## src/design/bvc_pkg.sv

```systemverilog
// ----------------------------------------------------------------------------
// bvc_pkg
// Shared types, constants and helpers for the border viewport compositor.
// ----------------------------------------------------------------------------
`default_nettype none

package bvc_pkg;

  localparam int CoordW = 12;            // canvas / source coordinate width
  localparam int DimW   = 13;            // config register width
  localparam int PixW   = 32;            // ARGB word
  localparam int ProdW  = 2 * DimW;      // offset times source size
  localparam int DivSteps = DimW;        // quotient bits per axis
  localparam int CfgIdxW = 3;

  localparam logic [7:0] AlphaFull = 8'hFF;

  // Register indexes on the config channel
  typedef enum logic [CfgIdxW-1:0] {
    REG_UNDERLAY = 3'd0,
    REG_VP_X     = 3'd1,
    REG_VP_Y     = 3'd2,
    REG_VP_W     = 3'd3,
    REG_VP_H     = 3'd4,
    REG_SRC_W    = 3'd5,
    REG_SRC_H    = 3'd6
  } cfg_idx_e;

  // Live configuration, top level to front end
  typedef struct packed {
    logic            underlay;
    logic [DimW-1:0] vp_x;
    logic [DimW-1:0] vp_y;
    logic [DimW-1:0] vp_w;
    logic [DimW-1:0] vp_h;
    logic [DimW-1:0] src_w;
    logic [DimW-1:0] src_h;
  } cfg_t;

  // One queued item: finished pixel plus the two pending divisions
  typedef struct packed {
    logic             in_vp;
    logic [PixW-1:0]  pix;
    logic [ProdW-1:0] prod_x;
    logic [ProdW-1:0] prod_y;
    logic [DimW-1:0]  div_x;
    logic [DimW-1:0]  div_y;
  } q_entry_t;

  // x / 255 for x up to 255*255
  function automatic logic [7:0] div255(input logic [15:0] x);
    logic [16:0] t;
    t = {1'b0, x} + {9'd0, x[15:8]} + 17'd1;
    return t[15:8];
  endfunction

endpackage

`default_nettype wire

```

## src/design/bvc_if.sv

```systemverilog
// ----------------------------------------------------------------------------
// bvc_if
// Channel interfaces: pixel in, result out, configuration writes.
// ----------------------------------------------------------------------------
`default_nettype none

interface bvc_pix_if;
  logic        valid;
  logic        ready;
  logic [11:0] canvas_x;
  logic [11:0] canvas_y;
  logic [31:0] border_pixel;
  logic [31:0] game_pixel;
  modport source (output valid, canvas_x, canvas_y, border_pixel, game_pixel, input ready);
  modport sink   (input valid, canvas_x, canvas_y, border_pixel, game_pixel, output ready);
endinterface

interface bvc_res_if;
  logic        valid;
  logic        ready;
  logic [31:0] out_pixel;
  logic        in_viewport;
  logic [11:0] source_x;
  logic [11:0] source_y;
  modport source (output valid, out_pixel, in_viewport, source_x, source_y, input ready);
  modport sink   (input valid, out_pixel, in_viewport, source_x, source_y, output ready);
endinterface

interface bvc_cfg_if;
  logic        valid;
  logic        ready;
  logic [2:0]  index;
  logic [12:0] data;
  modport source (output valid, index, data, input ready);
  modport sink   (input valid, index, data, output ready);
endinterface

`default_nettype wire

```

## src/design/bvc_front.sv

```systemverilog
// ----------------------------------------------------------------------------
// bvc_front
// Viewport test, offset products and blend channel sums; two stages.
// ----------------------------------------------------------------------------
`default_nettype none

module bvc_front import bvc_pkg::*; #(
  parameter int MAX_DIMENSION = 4096
) (
  input  wire logic     clk_i,
  input  wire logic     rst_ni,
  input  wire cfg_t     cfg_i,
  input  wire logic     in_valid_i,
  output logic          in_ready_o,
  input  wire logic [CoordW-1:0] canvas_x_i,
  input  wire logic [CoordW-1:0] canvas_y_i,
  input  wire logic [PixW-1:0]   border_i,
  input  wire logic [PixW-1:0]   game_i,
  output logic          push_o,
  input  wire logic     push_ok_i,
  output q_entry_t      entry_o
);

  function automatic logic [DimW-1:0] sat_dim(input logic [DimW-1:0] v);
    return (32'(v) > MAX_DIMENSION) ? DimW'(MAX_DIMENSION) : v;
  endfunction

  logic en;

  // stage 1: classification
  logic [DimW:0]   off_x, off_y;
  logic [DimW-1:0] vsx, vsy, ssx, ssy;
  logic            in_x, in_y;
  logic            s1_v_q, s1_in_q, s1_mode_q;
  logic [DimW-1:0] s1_offx_q, s1_offy_q, s1_ssx_q, s1_ssy_q, s1_vsx_q, s1_vsy_q;
  logic [PixW-1:0] s1_border_q, s1_under_q;

  assign off_x = {2'b00, canvas_x_i} - {cfg_i.vp_x[DimW-1], cfg_i.vp_x};
  assign off_y = {2'b00, canvas_y_i} - {cfg_i.vp_y[DimW-1], cfg_i.vp_y};
  assign vsx = sat_dim(cfg_i.vp_w);
  assign vsy = sat_dim(cfg_i.vp_h);
  assign ssx = sat_dim(cfg_i.src_w);
  assign ssy = sat_dim(cfg_i.src_h);
  assign in_x = (vsx != '0) && !off_x[DimW] && (off_x[DimW-1:0] < vsx);
  assign in_y = (vsy != '0) && !off_y[DimW] && (off_y[DimW-1:0] < vsy);

  // stage 2: products
  logic            s2_v_q, s2_in_q, s2_mode_q;
  logic [ProdW-1:0] s2_px_q, s2_py_q;
  logic [DimW-1:0] s2_vsx_q, s2_vsy_q;
  logic [PixW-1:0] s2_border_q, s2_under_q;
  logic [15:0]     s2_sum_q [3];
  logic [15:0]     s2_asum_q;
  logic [7:0]      a1, inv1;

  assign a1   = s1_border_q[31:24];
  assign inv1 = AlphaFull - a1;

  assign en         = !s2_v_q || push_ok_i;
  assign in_ready_o = en;
  assign push_o     = s2_v_q && push_ok_i;

  always_ff @(posedge clk_i or negedge rst_ni) begin
    if (!rst_ni) begin
      s1_v_q <= 1'b0;
      s2_v_q <= 1'b0;
    end else if (en) begin
      s1_v_q <= in_valid_i;
      s2_v_q <= s1_v_q;
    end
  end

  always_ff @(posedge clk_i) begin
    if (en) begin
      s1_in_q     <= in_x && in_y;
      s1_mode_q   <= cfg_i.underlay;
      s1_offx_q   <= off_x[DimW-1:0];
      s1_offy_q   <= off_y[DimW-1:0];
      s1_ssx_q    <= ssx;
      s1_ssy_q    <= ssy;
      s1_vsx_q    <= vsx;
      s1_vsy_q    <= vsy;
      s1_border_q <= border_i;
      s1_under_q  <= (in_x && in_y) ? game_i : '0;

      s2_in_q     <= s1_in_q;
      s2_mode_q   <= s1_mode_q;
      s2_px_q     <= s1_offx_q * s1_ssx_q;
      s2_py_q     <= s1_offy_q * s1_ssy_q;
      s2_vsx_q    <= s1_vsx_q;
      s2_vsy_q    <= s1_vsy_q;
      s2_border_q <= s1_border_q;
      s2_under_q  <= s1_under_q;
      for (int c = 0; c < 3; c++) begin
        s2_sum_q[c] <= 16'(s1_border_q[8*c +: 8] * a1) + 16'(s1_under_q[8*c +: 8] * inv1);
      end
      s2_asum_q   <= 16'(s1_under_q[31:24] * inv1);
    end
  end

  // blend finish and queue entry
  logic [7:0]      a2;
  logic [PixW-1:0] mix;
  assign a2 = s2_border_q[31:24];

  always_comb begin
    mix[31:24] = a2 + div255(s2_asum_q);
    mix[23:16] = div255(s2_sum_q[2]);
    mix[15:8]  = div255(s2_sum_q[1]);
    mix[7:0]   = div255(s2_sum_q[0]);
  end

  always_comb begin
    entry_o.in_vp  = s2_in_q;
    entry_o.prod_x = s2_px_q;
    entry_o.prod_y = s2_py_q;
    entry_o.div_x  = s2_vsx_q;
    entry_o.div_y  = s2_vsy_q;
    if (s2_mode_q)
      entry_o.pix = s2_in_q ? s2_under_q : s2_border_q;
    else if (a2 == AlphaFull)
      entry_o.pix = s2_border_q;
    else if (a2 == 8'd0)
      entry_o.pix = s2_under_q;
    else
      entry_o.pix = mix;
  end

endmodule

`default_nettype wire

```

## src/design/bvc_queue.sv

```systemverilog
// ----------------------------------------------------------------------------
// bvc_queue
// Two-entry FIFO between front and back end.
// ----------------------------------------------------------------------------
`default_nettype none

module bvc_queue import bvc_pkg::*; (
  input  wire logic     clk_i,
  input  wire logic     rst_ni,
  input  wire logic     push_i,
  input  wire q_entry_t wdata_i,
  output logic          push_ok_o,
  input  wire logic     pop_i,
  output logic          nonempty_o,
  output q_entry_t      rdata_o
);

  q_entry_t   mem_q [2];
  logic       wp_q, rp_q;
  logic [1:0] cnt_q;

  assign nonempty_o = (cnt_q != 2'd0);
  assign push_ok_o  = (cnt_q != 2'd2) || pop_i;
  assign rdata_o    = mem_q[rp_q];

  always_ff @(posedge clk_i or negedge rst_ni) begin
    if (!rst_ni) begin
      wp_q  <= 1'b0;
      rp_q  <= 1'b0;
      cnt_q <= 2'd0;
    end else begin
      if (push_i) wp_q <= ~wp_q;
      if (pop_i)  rp_q <= ~rp_q;
      cnt_q <= cnt_q + {1'b0, push_i} - {1'b0, pop_i};
    end
  end

  always_ff @(posedge clk_i) begin
    if (push_i) mem_q[wp_q] <= wdata_i;
  end

endmodule

`default_nettype wire

```

## src/design/bvc_back.sv

```systemverilog
// ----------------------------------------------------------------------------
// bvc_back
// Restoring divider pipeline, one quotient bit per stage on each axis,
// followed by the output register.
// ----------------------------------------------------------------------------
`default_nettype none

module bvc_back import bvc_pkg::*; (
  input  wire logic     clk_i,
  input  wire logic     rst_ni,
  input  wire logic     nonempty_i,
  input  wire q_entry_t head_i,
  output logic          pop_o,
  output logic          out_valid_o,
  input  wire logic     out_ready_i,
  output logic [PixW-1:0]   out_pixel_o,
  output logic              in_viewport_o,
  output logic [CoordW-1:0] source_x_o,
  output logic [CoordW-1:0] source_y_o
);

  // one divide step: shift in a dividend bit, subtract if it fits
  function automatic logic [DimW:0] div_step(input logic [DimW-1:0] r, input logic b,
                                             input logic [DimW-1:0] d);
    logic [DimW:0] t;
    t = {r, b};
    if (t >= {1'b0, d}) return {t[DimW-1:0] - d, 1'b1};
    return {t[DimW-1:0], 1'b0};
  endfunction

  logic en;
  logic out_v_q;

  // index 0 is the queue head; index k+1 is stage k
  logic            v    [DivSteps+1];
  logic            ins  [DivSteps+1];
  logic [PixW-1:0] pix  [DivSteps+1];
  logic [DimW-1:0] rx   [DivSteps+1], ry [DivSteps+1];
  logic [DimW-1:0] lx   [DivSteps+1], ly [DivSteps+1];
  logic [DimW-1:0] qx   [DivSteps+1], qy [DivSteps+1];
  logic [DimW-1:0] dx   [DivSteps+1], dy [DivSteps+1];

  assign en    = !out_v_q || out_ready_i;
  assign pop_o = en && nonempty_i;

  assign v[0]   = nonempty_i;
  assign ins[0] = head_i.in_vp;
  assign pix[0] = head_i.pix;
  assign rx[0]  = head_i.prod_x[ProdW-1:DimW];
  assign ry[0]  = head_i.prod_y[ProdW-1:DimW];
  assign lx[0]  = head_i.prod_x[DimW-1:0];
  assign ly[0]  = head_i.prod_y[DimW-1:0];
  assign qx[0]  = '0;
  assign qy[0]  = '0;
  assign dx[0]  = head_i.div_x;
  assign dy[0]  = head_i.div_y;

  for (genvar k = 0; k < DivSteps; k++) begin : g_stage
    logic [DimW:0] sx, sy;
    assign sx = div_step(rx[k], lx[k][DimW-1], dx[k]);
    assign sy = div_step(ry[k], ly[k][DimW-1], dy[k]);

    always_ff @(posedge clk_i or negedge rst_ni) begin
      if (!rst_ni) begin
        v[k+1] <= 1'b0;
      end else if (en) begin
        v[k+1] <= v[k];
      end
    end

    always_ff @(posedge clk_i) begin
      if (en) begin
        ins[k+1] <= ins[k];
        pix[k+1] <= pix[k];
        rx[k+1]  <= sx[DimW:1];
        ry[k+1]  <= sy[DimW:1];
        lx[k+1]  <= {lx[k][DimW-2:0], 1'b0};
        ly[k+1]  <= {ly[k][DimW-2:0], 1'b0};
        qx[k+1]  <= {qx[k][DimW-2:0], sx[0]};
        qy[k+1]  <= {qy[k][DimW-2:0], sy[0]};
        dx[k+1]  <= dx[k];
        dy[k+1]  <= dy[k];
      end
    end
  end

  // output register
  always_ff @(posedge clk_i or negedge rst_ni) begin
    if (!rst_ni) begin
      out_v_q <= 1'b0;
    end else if (en) begin
      out_v_q <= v[DivSteps];
    end
  end

  always_ff @(posedge clk_i) begin
    if (en) begin
      out_pixel_o   <= pix[DivSteps];
      in_viewport_o <= ins[DivSteps];
      source_x_o    <= ins[DivSteps] ? qx[DivSteps][CoordW-1:0] : '0;
      source_y_o    <= ins[DivSteps] ? qy[DivSteps][CoordW-1:0] : '0;
    end
  end

  assign out_valid_o = out_v_q;

endmodule

`default_nettype wire

```

## src/design/border_viewport_compositor.sv

```systemverilog
// ----------------------------------------------------------------------------
// border_viewport_compositor
// Composites a border canvas with a game frame scaled into a viewport.
//
// Channels: pix_i takes one canvas pixel per beat (coordinates, border word
// and the game word at the source position); res_o gives one composited beat
// per input beat, in order. cfg_i writes the seven registers (always ready).
// Path from an accepted input beat to its result beat: two front stages,
// the queue, 13 divider stages and the output register.
// The divider pipeline retires one quotient bit per stage per axis.
// Throughput: one beat per clock while the receiver keeps up.
// Reset: registers take their defaults (viewport 256x240 at origin, source
// 256x240, overlay mode); all pipelines empty.
// Receiver stall: the back end freezes; the two-entry queue absorbs the front
// end's items, then pix_i.ready drops until the back end moves again.
// ----------------------------------------------------------------------------
`default_nettype none

module border_viewport_compositor import bvc_pkg::*; #(
  parameter int MAX_DIMENSION = 4096
) (
  input  wire logic   clk_i,
  input  wire logic   rst_ni,
  bvc_cfg_if.sink     cfg_i,
  bvc_pix_if.sink     pix_i,
  bvc_res_if.source   res_o
);

  cfg_t     cfg_q;
  logic     push, push_ok, pop, nonempty;
  q_entry_t wentry, head;

  // configuration registers
  assign cfg_i.ready = 1'b1;

  always_ff @(posedge clk_i or negedge rst_ni) begin
    if (!rst_ni) begin
      cfg_q.underlay <= 1'b0;
      cfg_q.vp_x     <= '0;
      cfg_q.vp_y     <= '0;
      cfg_q.vp_w     <= DimW'(256);
      cfg_q.vp_h     <= DimW'(240);
      cfg_q.src_w    <= DimW'(256);
      cfg_q.src_h    <= DimW'(240);
    end else if (cfg_i.valid) begin
      case (cfg_i.index)
        REG_UNDERLAY: cfg_q.underlay <= cfg_i.data[0];
        REG_VP_X:     cfg_q.vp_x     <= cfg_i.data;
        REG_VP_Y:     cfg_q.vp_y     <= cfg_i.data;
        REG_VP_W:     cfg_q.vp_w     <= cfg_i.data;
        REG_VP_H:     cfg_q.vp_h     <= cfg_i.data;
        REG_SRC_W:    cfg_q.src_w    <= cfg_i.data;
        REG_SRC_H:    cfg_q.src_h    <= cfg_i.data;
        default: ;
      endcase
    end
  end

  bvc_front #(.MAX_DIMENSION(MAX_DIMENSION)) u_front (
    .clk_i, .rst_ni,
    .cfg_i      (cfg_q),
    .in_valid_i (pix_i.valid),
    .in_ready_o (pix_i.ready),
    .canvas_x_i (pix_i.canvas_x),
    .canvas_y_i (pix_i.canvas_y),
    .border_i   (pix_i.border_pixel),
    .game_i     (pix_i.game_pixel),
    .push_o     (push),
    .push_ok_i  (push_ok),
    .entry_o    (wentry)
  );

  bvc_queue u_queue (
    .clk_i, .rst_ni,
    .push_i     (push),
    .wdata_i    (wentry),
    .push_ok_o  (push_ok),
    .pop_i      (pop),
    .nonempty_o (nonempty),
    .rdata_o    (head)
  );

  bvc_back u_back (
    .clk_i, .rst_ni,
    .nonempty_i    (nonempty),
    .head_i        (head),
    .pop_o         (pop),
    .out_valid_o   (res_o.valid),
    .out_ready_i   (res_o.ready),
    .out_pixel_o   (res_o.out_pixel),
    .in_viewport_o (res_o.in_viewport),
    .source_x_o    (res_o.source_x),
    .source_y_o    (res_o.source_y)
  );

endmodule

`default_nettype wire

```

## src/flat_wrapper.sv

```systemverilog
// flat-port wrapper written by rule: the top's interface ports become plain ports
module border_viewport_compositor_flat import bvc_pkg::*;
#(
  parameter int MAX_DIMENSION = 4096
)
  (clk_i, rst_ni, cfg_i_valid, cfg_i_index, cfg_i_data, cfg_i_ready, pix_i_valid, pix_i_canvas_x, pix_i_canvas_y, pix_i_border_pixel, pix_i_game_pixel, pix_i_ready, res_o_valid, res_o_out_pixel, res_o_in_viewport, res_o_source_x, res_o_source_y, res_o_ready);
  bvc_cfg_if cfg_i_i ();
  bvc_pix_if pix_i_i ();
  bvc_res_if res_o_i ();
  input  wire logic clk_i;
  input  wire logic rst_ni;
  input wire logic [$bits(cfg_i_i.valid)-1:0] cfg_i_valid;
  input wire logic [$bits(cfg_i_i.index)-1:0] cfg_i_index;
  input wire logic [$bits(cfg_i_i.data)-1:0] cfg_i_data;
  output wire logic [$bits(cfg_i_i.ready)-1:0] cfg_i_ready;
  input wire logic [$bits(pix_i_i.valid)-1:0] pix_i_valid;
  input wire logic [$bits(pix_i_i.canvas_x)-1:0] pix_i_canvas_x;
  input wire logic [$bits(pix_i_i.canvas_y)-1:0] pix_i_canvas_y;
  input wire logic [$bits(pix_i_i.border_pixel)-1:0] pix_i_border_pixel;
  input wire logic [$bits(pix_i_i.game_pixel)-1:0] pix_i_game_pixel;
  output wire logic [$bits(pix_i_i.ready)-1:0] pix_i_ready;
  output wire logic [$bits(res_o_i.valid)-1:0] res_o_valid;
  output wire logic [$bits(res_o_i.out_pixel)-1:0] res_o_out_pixel;
  output wire logic [$bits(res_o_i.in_viewport)-1:0] res_o_in_viewport;
  output wire logic [$bits(res_o_i.source_x)-1:0] res_o_source_x;
  output wire logic [$bits(res_o_i.source_y)-1:0] res_o_source_y;
  input wire logic [$bits(res_o_i.ready)-1:0] res_o_ready;
  assign cfg_i_i.valid = cfg_i_valid;
  assign cfg_i_i.index = cfg_i_index;
  assign cfg_i_i.data = cfg_i_data;
  assign cfg_i_ready = cfg_i_i.ready;
  assign pix_i_i.valid = pix_i_valid;
  assign pix_i_i.canvas_x = pix_i_canvas_x;
  assign pix_i_i.canvas_y = pix_i_canvas_y;
  assign pix_i_i.border_pixel = pix_i_border_pixel;
  assign pix_i_i.game_pixel = pix_i_game_pixel;
  assign pix_i_ready = pix_i_i.ready;
  assign res_o_valid = res_o_i.valid;
  assign res_o_out_pixel = res_o_i.out_pixel;
  assign res_o_in_viewport = res_o_i.in_viewport;
  assign res_o_source_x = res_o_i.source_x;
  assign res_o_source_y = res_o_i.source_y;
  assign res_o_i.ready = res_o_ready;
  border_viewport_compositor #(.MAX_DIMENSION(MAX_DIMENSION)) u_core (.clk_i(clk_i), .rst_ni(rst_ni), .cfg_i(cfg_i_i), .pix_i(pix_i_i), .res_o(res_o_i));
endmodule
```

## config.mk

```make
export PLATFORM = sky130hd
export DESIGN_NAME = border_viewport_compositor_flat
export DESIGN_NICKNAME = d
export VERILOG_FILES = /design/src/design/bvc_pkg.sv /design/src/design/bvc_if.sv /design/src/design/bvc_front.sv /design/src/design/bvc_queue.sv /design/src/design/bvc_back.sv /design/src/design/border_viewport_compositor.sv /design/src/flat_wrapper.sv
export SDC_FILE = /design/constraint.sdc
export NUM_CORES = 2
export LEC_CHECK = 0
export ABC_CLOCK_PERIOD_IN_PS = 82300
export BUFFER_PORTS_ARGS = -buffer_cell sky130_fd_sc_hd__buf_2
export CORE_UTILIZATION = 53
export CTS_CLUSTER_DIAMETER = 60
export DETAILED_ROUTE_END_ITERATION = 10
export PLACE_DENSITY = 0.76
export SETUP_SLACK_MARGIN = 0.4
export SLEW_MARGIN = 20
export SYNTH_ARGS = -nofsm -noshare
export SYNTH_HDL_FRONTEND = slang
export SYNTH_HIERARCHICAL = 1
export SYNTH_SLANG_ARGS = --single-unit
```

## constraint.sdc

```tcl
create_clock -name clk_i -period 82.3 [get_ports clk_i]
set_clock_uncertainty 0.1 [all_clocks]
set_input_delay 8.23 -clock clk_i [delete_from_list [all_inputs] [get_ports clk_i]]
set_output_delay 8.23 -clock clk_i [all_outputs]
set_load 0.1 [all_outputs]
```

* Word-level counts from Yosys, hierarchy flattened
Memories as Yosys holds them, arrays and structs flattened.
Cells that the tools add are included.
** Word-level totals
- Register bits after elaboration :: 1825
- RAM bits :: 270
- Input port bits :: 109
- Output and inout port bits :: 60
- Logic and storage cells :: 399
- Memories kept :: 2
** Memories
- u_core.u_queue.mem_q :: words 2, width 111, rd ports 1, clocked after Yosys merged registers in 0, write ports 1, RTL line bvc_queue.sv:18 : q_entry_t mem_q [2];
- u_core.u_front.s2_sum_q :: words 3, width 16, rd ports 3, clocked after Yosys merged registers in 0, write ports 3, RTL line bvc_front.sv:52 : logic [15:0] s2_sum_q [3];
** Cells by class
- Add/subtract/negate cells :: 41
- $mul :: 9
- Magnitude comparators :: 32
- Equal/unequal tests :: 8
- Muxes and demuxes :: 86
- Bitwise gates (word level) :: 2
- Reduce and logical (&&, ||, !) cells :: 26
** Operators with widths (number)
- two-way mux 14 bit :: 48
- >= comparator 14 x 13 -> 1 bit :: 26
- subtractor 13 bit :: 24
- two-way mux 32 bit :: 4
- multiplier 8 x 8 -> 16 bit :: 7
- adder 16 x 1 -> 16 bit, second input constant :: 4
- adder 16 x 8 -> 16 bit :: 4
- > comparator 13 bit, second input constant :: 4
- multiplier 13 x 13 -> 26 bit :: 2
- adder 16 bit :: 3
- two-way mux 1 bit :: 32
- subtractor 13 x 13 -> 14 bit :: 2
- < comparator 13 bit :: 2
- two-way mux 13 bit :: 2
- nonzero test 13 bit :: 2
- AND reduction 2 bit :: 7
- == test 3 bit, second input constant :: 3
- adder 8 bit :: 1
- == test 8 bit, second input constant :: 1
- zero test 8 bit :: 1
- subtractor 8 bit, first input constant :: 1
- logical AND 1 bit :: 7
- == test 3 x 2 -> 1 bit, second input constant :: 2
- zero test 1 bit :: 4
- other kinds (8) :: 11

* Longest topological paths before layout
- Depth in word-level cells :: 7
- Gate-level depth with buffers :: 22
- Depth with buffers taken out :: 20

* By module
The synthesis kept the hierarchy.
** By module, submodules not included
- bvc_back :: times used 1, cells each 4262, area an instance 62651.3 sq um, seq. area each 43051.3 sq um
- bvc_front :: times used 1, cells each 4103, area an instance 41848.9 sq um, seq. area each 10620.2 sq um
- bvc_queue :: times used 1, cells each 360, area an instance 8230.4 sq um, seq. area each 6766.5 sq um
- border_viewport_compositor :: times used 1, cells each 173, area an instance 3030.4 sq um, seq. area each 1989.4 sq um

* Worst setup path after synthesis
OpenSTA, ideal clock, no wires.
- Path type :: input to register
- Start :: in res_o_ready
- End :: reg u_core/u_back/dx[100] (netlist bit), enable pin
- Setup time :: 1.748 ns
- Data arrival time :: 35.919 ns
- Data required time :: 80.452 ns
- Setup slack :: 44.533 ns
- Cell stages on the path :: 4
- Path buffers :: 2
- Cell sequence :: nor2b_1 > clkbuf_1 > buf_1 > inv_1
** On the way
- Word-level cells in the longest chain between the ends :: 1
** Ends and longest elaborated chain
- start, declared :: RTL line flat_wrapper.sv:27 : input wire logic [$bits(res_o_i.ready)-1:0] res_o_ready;
- logical OR 1 bit :: RTL line bvc_back.sv:43 : assign en = !out_v_q || out_ready_i;
- end signal, assigned by index :: RTL line bvc_back.sv:81 : dx[k+1] <= dx[k];
- end, declared :: RTL line bvc_back.sv:41 : logic [DimW-1:0] dx [DivSteps+1], dy [DivSteps+1];
Every way passes these cells.
A chain may end at the register's enable or synchronous reset.

* Final worst setup path
- Start :: in res_o_ready
- End :: out pix_i_ready
** On the way
- Word-level cells in the longest chain between the ends :: 4
** Ends and longest elaborated chain
- logical OR 1 bit :: RTL line bvc_back.sv:43
- logical AND 1 bit :: RTL line bvc_back.sv:44 : assign pop_o = en && nonempty_i;
- via u_core.pop :: RTL line border_viewport_compositor.sv:30 : logic push, push_ok, pop, nonempty;
- logical OR 1 bit :: RTL line bvc_queue.sv:23 : assign push_ok_o = (cnt_q != 2'd2) || pop_i;
- via u_core.push_ok :: RTL line border_viewport_compositor.sv:30
- logical OR 1 bit :: RTL line bvc_front.sv:59 : assign en = !s2_v_q || push_ok_i;
- end, declared :: RTL line flat_wrapper.sv:21 : output wire logic [$bits(pix_i_i.ready)-1:0] pix_i_ready;
The timed path passes the listed nets, and every way through them passes these cells.

==> impl_metrics.tcl <==
set metrics [dict create \
    max_cap_violations 0 \
    synth_async_sr_flop_share_pct 4.73 \
    worstPathCellList "buf_2 -> nor2b_1 -> buf_4 -> nor2b_1 -> or3b_2 -> nand2b_4 -> buf_2" \
    cts.reportedPaths.clkPinSlew_ns 0.06 \
    critical_path.n_buffers_inverters 3 \
    yosys_register_bits 2095 \
    die-width_microns 469 \
    tritoncts "done" \
    timing.final.crit_share_pct 22.5 \
    yosys.cell_types.count 85 \
    design.portCount 169 \
    tightest_hold_check_type "reg2reg" \
    drt_drc_violations_left 1 \
    timing.critical_path.max_delay_family "simple AND/OR/NAND/NOR gates" \
    critical_path.startpoint "res_o_ready" \
    synth_edf_count 1996 \
    netlist.area_leader.share_pct 51.8 \
    critical_path.max_fanout 18 \
    drt_antenna_net_count 0 \
    flow.area_growth_from_synthesis_pct 9.78 \
    wl_per_cell_microns 17.2 \
    grt_first_pass_wirelength_microns 345000 \
    ys_seq_area_share_pct 53.9 \
    number_of_antenna_violations_at_the_first_check_in_global_routing 3 \
    numPortBuffers 167 \
    place.detailed.hpwl_microns 148000 \
    clk_root_buffer_cell "clkbuf_16" \
    detail_route.first_pass.iterations 8 \
    cts.sinks 2095 \
    detailroute.via_count 65845 \
    cts_buffers 212 \
    cts_htree_levels 4 \
    initial_util_pct 53.3 \
    worstPathRequired_ns 73.97 \
    gp_routability_congestion 0.901 \
    run_status "complete, but fails checks" \
    timing_max_transition_violations_final 0 \
    cp.arrival_ns 10.15 \
    fmaxAchievable_ghz 0.0541 \
    cts-resized-gates 0 \
    ys_top_cells_by_count "edfxtp_1, inv_1, ha_1, fa_1, nand2_1" \
    post_route_cells_drive_above_1_share_pct 10.6 \
    unrepaired_setup_endpoints_after_global_routing "no" \
    synthesis.area_per_instance_sq_um 13.0 \
    maximum_number_of_pins_on_one_net_before_global_route_repair 204 \
    grt_pass1_vias 68973 \
    r2r_start "u_core/u_front/s1_border_q[25]" \
    yosys_warnings 6 \
    core-area_sq_mm 0.217 \
    yosysMostFrequentCell "edfxtp_1" \
    cts_hold_buf 0 \
    drt_first_iter_violations 3816 \
    hold_viol 0 \
    synth_area_sq_mm 0.116 \
    routed_via_density 5.42 \
    post_cts_setup_buffer_count 0 \
    largest_area_contributor_in_the_synthesized_netlist "edfxtp_1" \
    timing.final.crit_period_ns 18.48 \
    timing.final.setup_violations 0 \
    fin_nets 10611 \
    clk_path_buf_depth 3 \
    synth.top_cells.by_area "edfxtp_1, fa_1, ha_1" \
    tightest_pin_transition_ns 1.14 \
    fill_cells 16471 \
    track_usage_pct 19.2 \
    routed_wl_microns 210000 \
    slew_headroom_pct 23.6 \
    crit_slowest_cell "or3b_2" \
    endpoint_type_of_the_worst_setup_path "output pin" \
    failed_checks "design-rule violations" \
    critical_path.max_stage_delay_ns 0.47 \
    worst_skew_pair.late_latency_ns 0.86 \
    cp-start-kind "input pin" \
    tns_ns 0 \
    syn_inst 8898 \
    synth-main-ff-cell "edfxtp_1" \
    dieHeight_microns 469 \
    design.die.area_sq_mm 0.220 \
    grt_overflow_total 0 \
    hold_path_startpoint "u_core/u_back/lx[167]" \
    setup.worst_path.class "in2out" \
    fp-row-count 171 \
]
-- final timing paths --
kind                                                       end  slack [ns]  cells after the start
worst max-delay path                               pix_i_ready       63.82                      7
worst min-delay path                     u_core/u_back/lx[155]        0.24                      0
worst max register to register  u_core/u_front/s2_sum_q[0][30]       75.79                     20
worst min register to register           u_core/u_back/lx[155]        0.24                      0
max in group asynchronous                  u_core/u_queue/rp_q       73.61                      2
min in group asynchronous                     u_core/cfg_q[56]        7.32                      1
-- logic make-up (layout without fill, tap and decap cells) --
group	count (synthesis)	after routing	share of synthesized area [%]
and+or+nand+nor	1934	1934	8.72
DFF	2095	2095	53.9
other	2	5	0.00649
muxes	429	429	4.14
adders and majority gates	1380	1380	18.8
AOI/OAI and AO/OA	1199	1199	6.75
buffers and inverters	1509	1913	5.04
xor gates and xnor gates	350	350	2.66
-- registers in the layout (all words and copies together), names as in the netlist, 48 cells and up --
register / cells
u_core/cfg_q: 79
u_core/u_back/dx: 156
u_core/u_back/dy: 156
u_core/u_back/lx: 78
u_core/u_back/ly: 78
u_core/u_back/pix: 416
u_core/u_back/qx: 78
u_core/u_back/qy: 78
u_core/u_back/rx: 156
u_core/u_back/ry: 156
u_core/u_front/s2_sum_q: 48
u_core/u_queue/mem_q: 222
-- per-stage QoR --
| step | hold slack, ns | instances | worst slack, ns | cell area, sq um | util (%) |
|---|---|---|---|---|---|
| after global placement | 0.300 | 11762 | 63.85 | 120000 | 55.1 |
| after floorplan | 0.300 | 8900 | 44.53 | 116000 | - |
| final | 0.243 | 12159 | 63.82 | 127000 | 58.5 |
| after detailed placement | 0.305 | 11762 | 63.82 | 120000 | 55.1 |
| after global routing | 0.234 | 12159 | 63.77 | 127000 | 58.5 |
| after CTS | 0.231 | 12158 | 63.81 | 127000 | 58.5 |
-- area by class of cell --
| class | count | area [sq um] | area share, % |
|---|---|---|---|
| diodes | 1 | 2.50 | 0.00197 |
| repair buffers | 215 | 1240 | 0.976 |
| multi-input cells | 5296 | 47500 | 37.4 |
| flip-flops and latches | 2095 | 62400 | 49.1 |
| clock inverters | 150 | 1910 | 1.51 |
| clock buffers | 246 | 5490 | 4.32 |
| inverters | 1302 | 4890 | 3.85 |
| well taps | 2854 | 3570 | 2.81 |
-- per-layer routing --
metal / up-vias / part of all wire, % / wire length, microns / GRT usage [%]
met5: - / 0.0052 / 11 / 0
met4: 2 / 3.0 / 6300 / 6.42
met3: 424 / 4.8 / 10000 / 2.60
met2: 1627 / 49 / 102000 / 33.1
met1: 32380 / 44 / 91400 / 25.0
li1: 31412 / - / - / -
-- cells in the final DEF (no fill, tap or decap), drive strengths merged, types with 25 or more instances in the layout --
cell / count
edfxtp: 1996
inv: 1312
ha: 787
fa: 593
nand2: 514
mux2: 373
a21oi: 355
nor2: 303
and2: 301
nor2b: 273
o21ai: 246
clkbuf: 246
xnor2: 222
buf: 215
nand2b: 147
a21o: 141
xor2: 127
nor3: 96
o21a: 92
clkinv: 92
dfrtp: 89
nand4: 70
mux2i: 56
nand3: 48
nor4: 43
nor3b: 37
o211ai: 37
o21bai: 35
bufinv: 31
a31oi: 30
or3: 29
a211oi: 28
o31ai: 25
Power is left out: the tool's default activity adds up to more than one toggle a clock period on the data nets, which glitch-free logic cannot reach.
